$ cat src/rtl/lmsd_pkg.sv
// ----------------------------------------------------------------------------
// LED matrix scan driver package
// Shared widths, event codes and the microcode program of the scan sequencer.
// ----------------------------------------------------------------------------
package lmsd_pkg;

   // Matrix geometry.
   localparam int ROW_COUNT = 8;
   localparam int LINE_BITS = 10;

   // Width of the color masks carried by one line item.
   localparam int MASK_W = 10;

   // Counter widths derived from the geometry.
   localparam int ROW_W = (ROW_COUNT > 1) ? $clog2(ROW_COUNT) : 1;
   localparam int COL_W = (LINE_BITS > 1) ? $clog2(LINE_BITS) : 1;

   localparam logic [ROW_W-1:0] ROW_LAST = ROW_W'(ROW_COUNT - 1);
   localparam logic [COL_W-1:0] COL_LAST = COL_W'(LINE_BITS - 1);

   // Active-low output-enable duty register width.
   localparam int DUTY_W = 8;

   // Pin event codes.
   typedef enum logic [1:0] {
      EV_COLUMN = 2'd0,
      EV_ROW    = 2'd1,
      EV_LATCH  = 2'd2,
      EV_RESET  = 2'd3
   } event_kind_type;

   // One pin event as handed to the output register.
   typedef struct packed {
      event_kind_type kind;
      logic           bit_value;
      logic           blanked;
      logic           last_event;
   } event_type;

   // Sequencer to output stage link.
   typedef struct packed {
      logic      fire;
      event_type ev;
   } seq_out_type;

   // Microcode step addresses.
   localparam int STEP_W = 3;
   typedef logic [STEP_W-1:0] step_type;

   localparam step_type STEP_IDLE     = 3'd0;
   localparam step_type STEP_COL_RED  = 3'd1;
   localparam step_type STEP_COL_GRN  = 3'd2;
   localparam step_type STEP_COL_BLU  = 3'd3;
   localparam step_type STEP_ROW_ONE  = 3'd4;
   localparam step_type STEP_ROW_ZERO = 3'd5;
   localparam step_type STEP_LATCH    = 3'd6;
   localparam step_type STEP_RESET    = 3'd7;

   // When a step produces an event.
   typedef enum logic [1:0] {
      EMIT_NONE      = 2'd0,
      EMIT_ALWAYS    = 2'd1,
      EMIT_FIRST_ROW = 2'd2
   } emit_type;

   // Where the data line level comes from.
   typedef enum logic [2:0] {
      SRC_ZERO  = 3'd0,
      SRC_ONE   = 3'd1,
      SRC_RED   = 3'd2,
      SRC_GREEN = 3'd3,
      SRC_BLUE  = 3'd4
   } bit_src_type;

   // How the step counter moves on.
   typedef enum logic [1:0] {
      JMP_NEXT     = 2'd0,
      JMP_ALWAYS   = 2'd1,
      JMP_REQ_FUNC = 2'd2,
      JMP_COL_MORE = 2'd3
   } jump_type;

   // One control word.
   typedef struct packed {
      logic           wait_req;
      emit_type       emit;
      event_kind_type kind;
      bit_src_type    src;
      logic           blank;
      logic           last;
      logic           col_step;
      logic           row_adv;
      logic           row_clr;
      jump_type       jump;
      step_type       target;
   } ucode_type;

   // Control store: the scan program, one word per step.
   function automatic ucode_type ucode_rom(input step_type step);
      ucode_type w;
      w = '{wait_req: 1'b0, emit: EMIT_NONE, kind: EV_COLUMN, src: SRC_ZERO,
            blank: 1'b0, last: 1'b0, col_step: 1'b0, row_adv: 1'b0,
            row_clr: 1'b0, jump: JMP_NEXT, target: STEP_IDLE};
      case (step)
         STEP_IDLE: begin
            w.wait_req = 1'b1;
            w.jump     = JMP_REQ_FUNC;
            w.target   = STEP_RESET;
         end
         STEP_COL_RED: begin
            w.emit = EMIT_ALWAYS;
            w.src  = SRC_RED;
         end
         STEP_COL_GRN: begin
            w.emit = EMIT_ALWAYS;
            w.src  = SRC_GREEN;
         end
         STEP_COL_BLU: begin
            w.emit     = EMIT_ALWAYS;
            w.src      = SRC_BLUE;
            w.col_step = 1'b1;
            w.jump     = JMP_COL_MORE;
            w.target   = STEP_COL_RED;
         end
         STEP_ROW_ONE: begin
            w.emit  = EMIT_FIRST_ROW;
            w.kind  = EV_ROW;
            w.src   = SRC_ONE;
            w.blank = 1'b1;
         end
         STEP_ROW_ZERO: begin
            w.emit    = EMIT_ALWAYS;
            w.kind    = EV_ROW;
            w.blank   = 1'b1;
            w.row_adv = 1'b1;
         end
         STEP_LATCH: begin
            w.emit   = EMIT_ALWAYS;
            w.kind   = EV_LATCH;
            w.blank  = 1'b1;
            w.last   = 1'b1;
            w.jump   = JMP_ALWAYS;
            w.target = STEP_IDLE;
         end
         STEP_RESET: begin
            w.emit    = EMIT_ALWAYS;
            w.kind    = EV_RESET;
            w.blank   = 1'b1;
            w.last    = 1'b1;
            w.row_clr = 1'b1;
            w.jump    = JMP_ALWAYS;
            w.target  = STEP_IDLE;
         end
         default: begin
            w.wait_req = 1'b1;
         end
      endcase
      return w;
   endfunction

endpackage

$ cat src/rtl/lmsd_sequencer.sv
// ----------------------------------------------------------------------------
// LED matrix scan sequencer
// Step counter over the microcode store, with the line masks, the column
// counter and the row counter that the control words drive.
// ----------------------------------------------------------------------------
module lmsd_sequencer
   import lmsd_pkg::*;
(
   input  logic              clock,
   input  logic              reset,
   input  logic              req_valid,
   output logic              req_ready,
   input  logic              req_func,
   input  logic [MASK_W-1:0] req_red_bits,
   input  logic [MASK_W-1:0] req_green_bits,
   input  logic [MASK_W-1:0] req_blue_bits,
   input  logic              out_free,
   output seq_out_type       seq_out
);

   step_type          step_ff, step_in;
   logic [COL_W-1:0]  col_ff, col_in;
   logic [ROW_W-1:0]  row_ff, row_in;
   logic [MASK_W-1:0] red_ff, green_ff, blue_ff;
   logic [MASK_W-1:0] red_sh, green_sh, blue_sh;
   ucode_type         uc;
   logic              accept;
   logic              emit_now;
   logic              go;
   logic              bit_level;

   // Current control word.
   assign uc = ucode_rom(step_ff);

   assign req_ready = uc.wait_req;
   assign accept    = req_valid & uc.wait_req;

   // Event production and the stall it may cause.
   always_comb begin
      case (uc.emit)
         EMIT_ALWAYS:    emit_now = 1'b1;
         EMIT_FIRST_ROW: emit_now = (row_ff == '0);
         default:        emit_now = 1'b0;
      endcase
   end

   assign go = uc.wait_req ? req_valid : !(emit_now && !out_free);

   // Data line level: column bits are sent inverted.
   assign red_sh   = red_ff >> col_ff;
   assign green_sh = green_ff >> col_ff;
   assign blue_sh  = blue_ff >> col_ff;

   always_comb begin
      case (uc.src)
         SRC_ONE:   bit_level = 1'b1;
         SRC_RED:   bit_level = ~red_sh[0];
         SRC_GREEN: bit_level = ~green_sh[0];
         SRC_BLUE:  bit_level = ~blue_sh[0];
         default:   bit_level = 1'b0;
      endcase
   end

   assign seq_out.fire          = emit_now && out_free;
   assign seq_out.ev.kind       = uc.kind;
   assign seq_out.ev.bit_value  = bit_level;
   assign seq_out.ev.blanked    = uc.blank;
   assign seq_out.ev.last_event = uc.last;

   // Next step, column and row.
   always_comb begin
      step_in = step_ff;
      col_in  = col_ff;
      row_in  = row_ff;
      if (go) begin
         case (uc.jump)
            JMP_ALWAYS:   step_in = uc.target;
            JMP_REQ_FUNC: step_in = req_func ? uc.target : STEP_W'(step_ff + 1'b1);
            JMP_COL_MORE: step_in = (col_ff != COL_LAST) ? uc.target
                                                         : STEP_W'(step_ff + 1'b1);
            default:      step_in = STEP_W'(step_ff + 1'b1);
         endcase
         if (uc.col_step) begin
            col_in = (col_ff == COL_LAST) ? '0 : COL_W'(col_ff + 1'b1);
         end
         if (uc.row_clr) begin
            row_in = '0;
         end else if (uc.row_adv) begin
            row_in = (row_ff >= ROW_LAST) ? '0 : ROW_W'(row_ff + 1'b1);
         end
      end
   end

   // Control registers.
   always_ff @(posedge clock) begin
      if (reset) begin
         step_ff <= STEP_IDLE;
         col_ff  <= '0;
         row_ff  <= '0;
      end else begin
         step_ff <= step_in;
         col_ff  <= col_in;
         row_ff  <= row_in;
      end
   end

   // Line masks are captured when an item is taken.
   always_ff @(posedge clock) begin
      if (accept) begin
         red_ff   <= req_red_bits;
         green_ff <= req_green_bits;
         blue_ff  <= req_blue_bits;
      end
   end

   // The column counter is back at the first column whenever a line is done.
   a_col_idle: assert property (@(posedge clock) disable iff (reset)
      step_ff == STEP_IDLE |-> col_ff == '0)
      else $error("column counter not cleared at idle");

   // The row counter never leaves the matrix.
   a_row_range: assert property (@(posedge clock) disable iff (reset)
      row_ff <= ROW_LAST)
      else $error("row counter out of range");

   // The final event of an item returns the sequencer to idle.
   a_last_idle: assert property (@(posedge clock) disable iff (reset)
      seq_out.fire && seq_out.ev.last_event |=> step_ff == STEP_IDLE)
      else $error("sequencer did not return to idle after final event");

endmodule

$ cat src/rtl/led_matrix_line_scan_driver.sv
// ----------------------------------------------------------------------------
// LED matrix line scan driver
// Serializes RGB line items into shift-register pin events for a row-scanned
// LED matrix, and holds the output-enable PWM duty register.
// ----------------------------------------------------------------------------
//  Channel   Direction  Handshake              Payload
//  req_      in         req_valid / req_ready  func, red/green/blue bits
//  rsp_      out        rsp_valid / rsp_ready  event kind, level, blank, last
//  csr_      in         csr_wr_en              8-bit PWM duty
//
// A line item is taken in the idle step and then runs one sequencer step per pin
// event (30 column clocks, row select, latch) and one row step that emits
// nothing except on the first row. A reset item runs the reset step and returns
// to idle. The sequencer runs one microcode step per cycle and holds while the
// output register is full. Synchronous reset clears the sequencer, the row
// counter, the output valid flag and the duty register.
// ----------------------------------------------------------------------------
module led_matrix_line_scan_driver
   import lmsd_pkg::*;
(
   input  logic              clock,
   input  logic              reset,
   input  logic              req_valid,
   output logic              req_ready,
   input  logic              req_func,
   input  logic [MASK_W-1:0] req_red_bits,
   input  logic [MASK_W-1:0] req_green_bits,
   input  logic [MASK_W-1:0] req_blue_bits,
   output logic              rsp_valid,
   input  logic              rsp_ready,
   output logic [1:0]        rsp_event_kind,
   output logic              rsp_bit_value,
   output logic              rsp_blanked,
   output logic              rsp_last_event,
   input  logic              csr_wr_en,
   input  logic [DUTY_W-1:0] csr_wr_data
);

   logic              rsp_valid_ff, rsp_valid_in;
   event_type         rsp_ev_ff;
   logic [DUTY_W-1:0] enable_pwm_duty_ff, enable_pwm_duty_in;
   logic              out_free;
   seq_out_type       seq_out;

   // Scan sequencer.
   lmsd_sequencer u_seq (
      .clock          (clock),
      .reset          (reset),
      .req_valid      (req_valid),
      .req_ready      (req_ready),
      .req_func       (req_func),
      .req_red_bits   (req_red_bits),
      .req_green_bits (req_green_bits),
      .req_blue_bits  (req_blue_bits),
      .out_free       (out_free),
      .seq_out        (seq_out)
   );

   // Output register: free when empty or being drained this cycle.
   assign out_free     = !rsp_valid_ff || rsp_ready;
   assign rsp_valid_in = seq_out.fire || (rsp_valid_ff && !rsp_ready);

   always_ff @(posedge clock) begin
      if (reset) begin
         rsp_valid_ff <= 1'b0;
      end else begin
         rsp_valid_ff <= rsp_valid_in;
      end
   end

   always_ff @(posedge clock) begin
      if (seq_out.fire) begin
         rsp_ev_ff <= seq_out.ev;
      end
   end

   assign rsp_valid      = rsp_valid_ff;
   assign rsp_event_kind = rsp_ev_ff.kind;
   assign rsp_bit_value  = rsp_ev_ff.bit_value;
   assign rsp_blanked    = rsp_ev_ff.blanked;
   assign rsp_last_event = rsp_ev_ff.last_event;

   // Output-enable PWM duty register.
   assign enable_pwm_duty_in = csr_wr_en ? csr_wr_data : enable_pwm_duty_ff;

   always_ff @(posedge clock) begin
      if (reset) begin
         enable_pwm_duty_ff <= '0;
      end else begin
         enable_pwm_duty_ff <= enable_pwm_duty_in;
      end
   end

   // Once an item is taken, the block is busy on the following cycle.
   a_busy_after_take: assert property (@(posedge clock) disable iff (reset)
      req_valid && req_ready |=> !req_ready)
      else $error("input taken again right after an item");

endmodule
$ cat config.mk
export PLATFORM = sky130hd
export DESIGN_NAME = led_matrix_line_scan_driver
export DESIGN_NICKNAME = d
export VERILOG_FILES = /design/src/rtl/lmsd_pkg.sv /design/src/rtl/lmsd_sequencer.sv /design/src/rtl/led_matrix_line_scan_driver.sv
export SDC_FILE = /design/constraint.sdc
export NUM_CORES = 1
export LEC_CHECK = 0
export BUFFER_PORTS_ARGS = -buffer_cell sky130_fd_sc_hd__clkbuf_2
export CORE_MARGIN = 2
export CORE_UTILIZATION = 30
export CTS_CLUSTER_DIAMETER = 80
export DETAILED_ROUTE_END_ITERATION = 12
export PLACE_DENSITY = 0.61
export SETUP_SLACK_MARGIN = 0.02
export SYNTH_ARGS = -nofsm -noshare
export SYNTH_HDL_FRONTEND = slang
export SYNTH_HIERARCHICAL = 1
export SYNTH_SLANG_ARGS = --single-unit
$ cat constraint.sdc
create_clock -name clock -period 4.6 [get_ports clock]
set_input_delay 0.92 -clock clock [delete_from_list [all_inputs] [get_ports clock]]
set_output_delay 0.92 -clock clock [all_outputs]
set_load 0.1 [all_outputs]
==> After elaboration in Yosys (flattened, before gate mapping) <==
Index checks and enable logic that the tools add are counted.
Widths: inputs -> output; s select.
{ "word_totals": {"ff_bits": 46, "output_inout_bits": 7} }
{ "classes": {"eq_ne": 18, "addsub": 3, "n_shift": 3, "bitwise": 4, "magnitude_cmp": 1, "muxes": 20, "reduce_logical": 18} }
{ "op_table": {"columns": ["operator", "n"], "rows": [
  ["$shr 10x4->1", 3],
  ["$eq 3x3->1 const B", 5],
  ["$mux 3", 5],
  ["$pmux 5 s3", 1],
  ["$eq 3x2->1 const B", 4],
  ["$pmux 3 s4", 1],
  ["$pmux 3 s3", 1],
  ["$mux 1", 7],
  ["$add 3x1->3 const B", 2],
  ["$eq 2x2->1 const B", 3],
  ["$eq 3x1->1 const B", 2],
  ["$logic_not 3->1", 2],
  ["$pmux 2 s3", 1],
  ["$reduce_or 6->1", 1],
  ["$add 4x1->4 const B", 1],
  ["$eq 2x1->1 const B", 2],
  ["$eq 4x4->1 const B", 1],
  ["$logic_not 1->1", 4],
  ["$mux 4", 1],
  ["$ne 4x4->1 const B", 1],
  ["$pmux 1 s4", 1],
  ["$pmux 2 s2", 1],
  ["$reduce_and 2->1", 2],
  ["$reduce_or 2->1", 2],
  ["other kinds (8)", 13]
]} }

==> Longest topological paths before layout <==
{ "logic_depth": {"ltp_word": 9, "mapped_depth": 9} }

==> Hierarchy <==
The synthesis kept the hierarchy.
{ "modules_own_cells": {"columns": ["mod", "cells_per_inst", "instances", "area_per_inst_um2"], "rows": [
  ["lmsd_sequencer", 170, 1, 2029.4],
  ["led_matrix_line_scan_driver", 9, 1, 196.4]
]} }

==> Worst setup path before layout <==
Ideal clock, no wire load.
{ "synth_timing": {"path_type": "flip-flop to flip-flop", "startpoint": "register u_seq.step_ff[0]", "endpoint": "register u_seq.blue_ff[0] (enable)", "required_ps": 4210, "arrival_time_ps": 2674, "stages_incl_launch_ff": 6, "setup_slack_ps": 1536, "setup_time_ps": 390, "path_cell_list": "dfxtp_1 > inv_1 > ha_1 > nor2b_1 > clkbuf_1 > and2_1"} }
{ "synth_via": {"elab_chain_len": 3} }
{ "synth_rtl": {"columns": ["item", "line", "text"], "rows": [
  ["from (decl)", "lmsd_sequencer.sv:21", "step_type step_ff, step_in;"],
  ["from (signal assigned)", "lmsd_sequencer.sv:101", "step_ff <= step_in;"],
  ["$logic_not 3->1", "lmsd_pkg.sv:104", "case (step)"],
  ["$mux 1", "lmsd_pkg.sv:104", null],
  ["via req_ready", "led_matrix_line_scan_driver.sv:24", "output logic req_ready,"],
  ["$and 1x1->1", "lmsd_sequencer.sv:36", "assign accept = req_valid & uc.wait_req;"],
  ["via u_seq.accept", "lmsd_sequencer.sv:27", "logic accept;"],
  ["to (signal assigned)", "lmsd_sequencer.sv:112", "blue_ff <= req_blue_bits;"],
  ["to (decl)", "lmsd_sequencer.sv:24", "logic [MASK_W-1:0] red_ff, green_ff, blue_ff;"]
]} }
The timed path passes the listed nets, and every way through them passes these cells.
A chain may end at the register's enable or synchronous reset.

==> Worst setup path in the final report <==
{ "layout_timing": {"startpoint": "register u_seq.step_ff[0]", "endpoint": "output port req_ready"} }
{ "layout_via": {"elab_chain_len": 2} }
{ "layout_rtl": {"columns": ["item", "line"], "rows": [
  ["$logic_not 3->1", "lmsd_pkg.sv:104"],
  ["$mux 1", "lmsd_pkg.sv:104"],
  ["to (decl)", "led_matrix_line_scan_driver.sv:24"]
]} }
No other way between the ends.

==> results.toml <==
[worst_hold_path]
hp-class = "reg -> reg"
hold_end = "u_seq/row_ff[1]"
hold_depth = 2
min-delay-start = "u_seq/row_ff[1]"

[clock_network]
numClockSinks = 46
htree_levels = 2
cts_resized = 0
clk_pin_slew_ps = 90
cts_setup_buffers = 0
ctsHoldBuffers = 0
cts-root-buf = "clkbuf_8"
cts_buffer_depth = 2
cts_buffers = 5
tritoncts = "yes"
insertion_delay_ps = 300

[yosys]
ys_seq_area_frac = 0.571
synth_cells = 179
syn_nets = 232
yosys.area.top_type = "edfxtp_1"
synth_top_area_frac = 0.472
async_flop_share = 0
yosys_warnings = 6
synth.cells.most_frequent = "35 x edfxtp_1, 12 x o21ai_0, 11 x dfxtp_1, 11 x inv_1"
synthFlopType = "edfxtp_1"
syn_area_um2 = 2230
synth-edff-count = 35
ys_ff_latch = 46
synth.most_common_cell = "edfxtp_1"
synth_area_leaders = "edfxtp_1 47%, dfxtp_1 9.9%, ha_1 5.1%, mux4_2 3.0%, o21ai_0 2.7%"
synth.distinct_cells = 49
synth.avg_cell_area_um2 = 12.4

[die]
initial_utilization = 0.309
core_area_um2 = 7210
die_y_um = 90.1
die_w_um = 90.1
io_pins = 51
design.die.area_um2 = 8120
core.rowCount = 31

[pwr]
p_leak_uw = 0.000968
powerDensity_nw_per_um2 = 602
comb_power_share = 0.409
ir_worst_vdd_mv = 0.178
switching_share = 0.418
finalPower_uw = 1570
p_sw_uw = 657
p_int_uw = 915
power.share.sequential = 0.402
clkPwrFrac = 0.189

[sta]
finalSetupViolations = 0
worstMarginPinSlew_ps = 742
hold_slack_ps = 515
fin_tns_setup_ps = 0
timing.fmax_mhz = 327
drv_slew = 0
fin_crit_sh = 0.665
fin_crit_ps = 3060
rsz0062_at_grt = "no"
max_slew_margin = 0.501
finClkSkew_ps = 8.01
hold_viol = 0

[placed_design]
dpl.hpwl_um = 2900
gp_congestion = 0.849
dp.cells = 309
portBuffers = 41

[setup_path]
cp-end-kind = "primary output"
r2r_cells = 6
path_cells = "inv_1 -> ha_1 -> nor2b_1 -> clkbuf_2"
crit_slowest_cell = "clkbuf_2"
critPathMaxFanout = 9
reg2reg_slack_ps = 2350
critPathArrivalTime_ps = 2140
critPathKind = "reg -> out"
cp-start-kind = "flop"
crit_required_ps = 3680
cpPeakStageDelay_ps = 560
r2r-start = "u_seq/step_ff[2]"
reg2reg_to = "rsp_bit_value"

[route]
wire_per_inst_um = 12.9
vias_per_cell = 4.87
final_antenna_net_count = 0
drc = 0
wl_um = 4080
firstDrtPassIters = 4
drt_iter0_drc = 97
vias = 1545

[layout]
antenna_cells = 0
postLayoutCoreUtil = 0.362
stdcell_count = 317
synthToLayoutAreaGrowth_pct = 17.4
num-nets-final = 270
drive_gt1_frac = 0.284

[run]
maxCapViolations = 0

[global_routing]
track_usage = 0.108
grt_pass1_wl_um = 7090
antenna_found_initial = 0
grt_max_degree = 31
grt_pass1_vias = 1495
grt_overflow = 0

[status]
status = "finished, final reports clean"
==> how the worst max path moves through the flow <==
stage / startpoint / to / slack, ps / depth (start not counted)
3_5_place_dp: u_seq/step_ff[0] / req_ready / 1890 / 4
5_1_grt: u_seq/step_ff[0] / req_ready / 1380 / 4
4_1_cts: u_seq/step_ff[0] / req_ready / 1550 / 4
3_3_place_gp: u_seq/step_ff[0] / req_ready / 1890 / 4
6_report: u_seq/step_ff[0] / req_ready / 1540 / 4
2_1_floorplan: u_seq/step_ff[0] / u_seq/blue_ff[0] / 1540 / 5
==> power groups by stage <==
stage	combinational [uW]	clock, uW	sequential, uW
after floorplan	380	0	801
after global placement	636	0	639
after detailed placement	640	0	643
after CTS	642	312	633
after global routing	694	325	647
final	643	297	632
==> logic make-up (layout without fill, tap and decap cells) <==
family          Yosys count  count (layout)  share of synthesized area
buf+inv                  22              61                     0.0450
flops                    46              46                      0.571
fa+ha+maj                 9               9                     0.0506
compound gates           43              43                      0.128
mux                      10              10                     0.0646
xor+xnor                  2               2                    0.00787
simple gates             47              47                      0.133
==> per-stage QoR <==
| stage | worst slack [ps] | area (um^2) |
|---|---|---|
| 5_1_grt | 1380 | 2610 |
| 2_1_floorplan | 1540 | 2230 |
| 3_5_place_dp | 1890 | 2500 |
| 4_1_cts | 1550 | 2610 |
| 3_3_place_gp | 1890 | 2500 |
| 6_report | 1540 | 2610 |
==> cell type report <==
| type | instances | area [um^2] |
|---|---|---|
| sequential | 46 | 1270 |
| tap | 99 | 124 |
| fill | 733 | 4600 |
| clock buffer | 6 | 72.6 |
| multi-input combinational | 111 | 855 |
| timing repair buffer | 42 | 213 |
| inverter | 11 | 41.3 |
| clock inverter | 2 | 37.5 |
==> routing by layer <==
layer,up-vias,part of all wire,global-route usage,wire (um)
met5,-,0,0,0
met4,0,0.012,0.0385,51
met3,7,0.051,0.0251,208
met2,54,0.46,0.160,1860
met1,734,0.48,0.155,1960
li1,750,-,-,-
==> layout by cell type (no fill, tap or decap), drive strengths merged, types with 4 or more instances in the layout <==
master | synthesis | final
a21oi | 11 | 11
clkbuf | 6 | 47
dfxtp | 11 | 11
edfxtp | 35 | 35
ha | 9 | 9
inv | 11 | 11
mux2 | 5 | 5
nand2 | 5 | 5
nand2b | 4 | 4
nor2 | 10 | 10
nor2b | 6 | 6
o21ai | 12 | 12
==> state kept, by name, summed over array words and instances (netlist names) <==
| register | cells |
|---|---|
| u_seq/green_ff | 10 |
| u_seq/row_ff | 3 |
| rsp_last_event | 1 |
| u_seq/col_ff | 4 |
| u_seq/red_ff | 10 |
| rsp_event_kind | 2 |
| rsp_blanked | 1 |
| rsp_valid | 1 |
| rsp_bit_value | 1 |
| u_seq/blue_ff | 10 |
| u_seq/step_ff | 3 |
==> critical path, delay by kind of cell, from the launching register on <==
| kind | cells | cell delay, ps |
|---|---|---|
| buffers and inverters | 2 | 680 |
| and+or+nand+nor | 1 | 510 |
| DFF | 1 | 360 |
| adders and majority gates | 1 | 290 |
No activity file was read; power rests on OpenSTA's default activity.
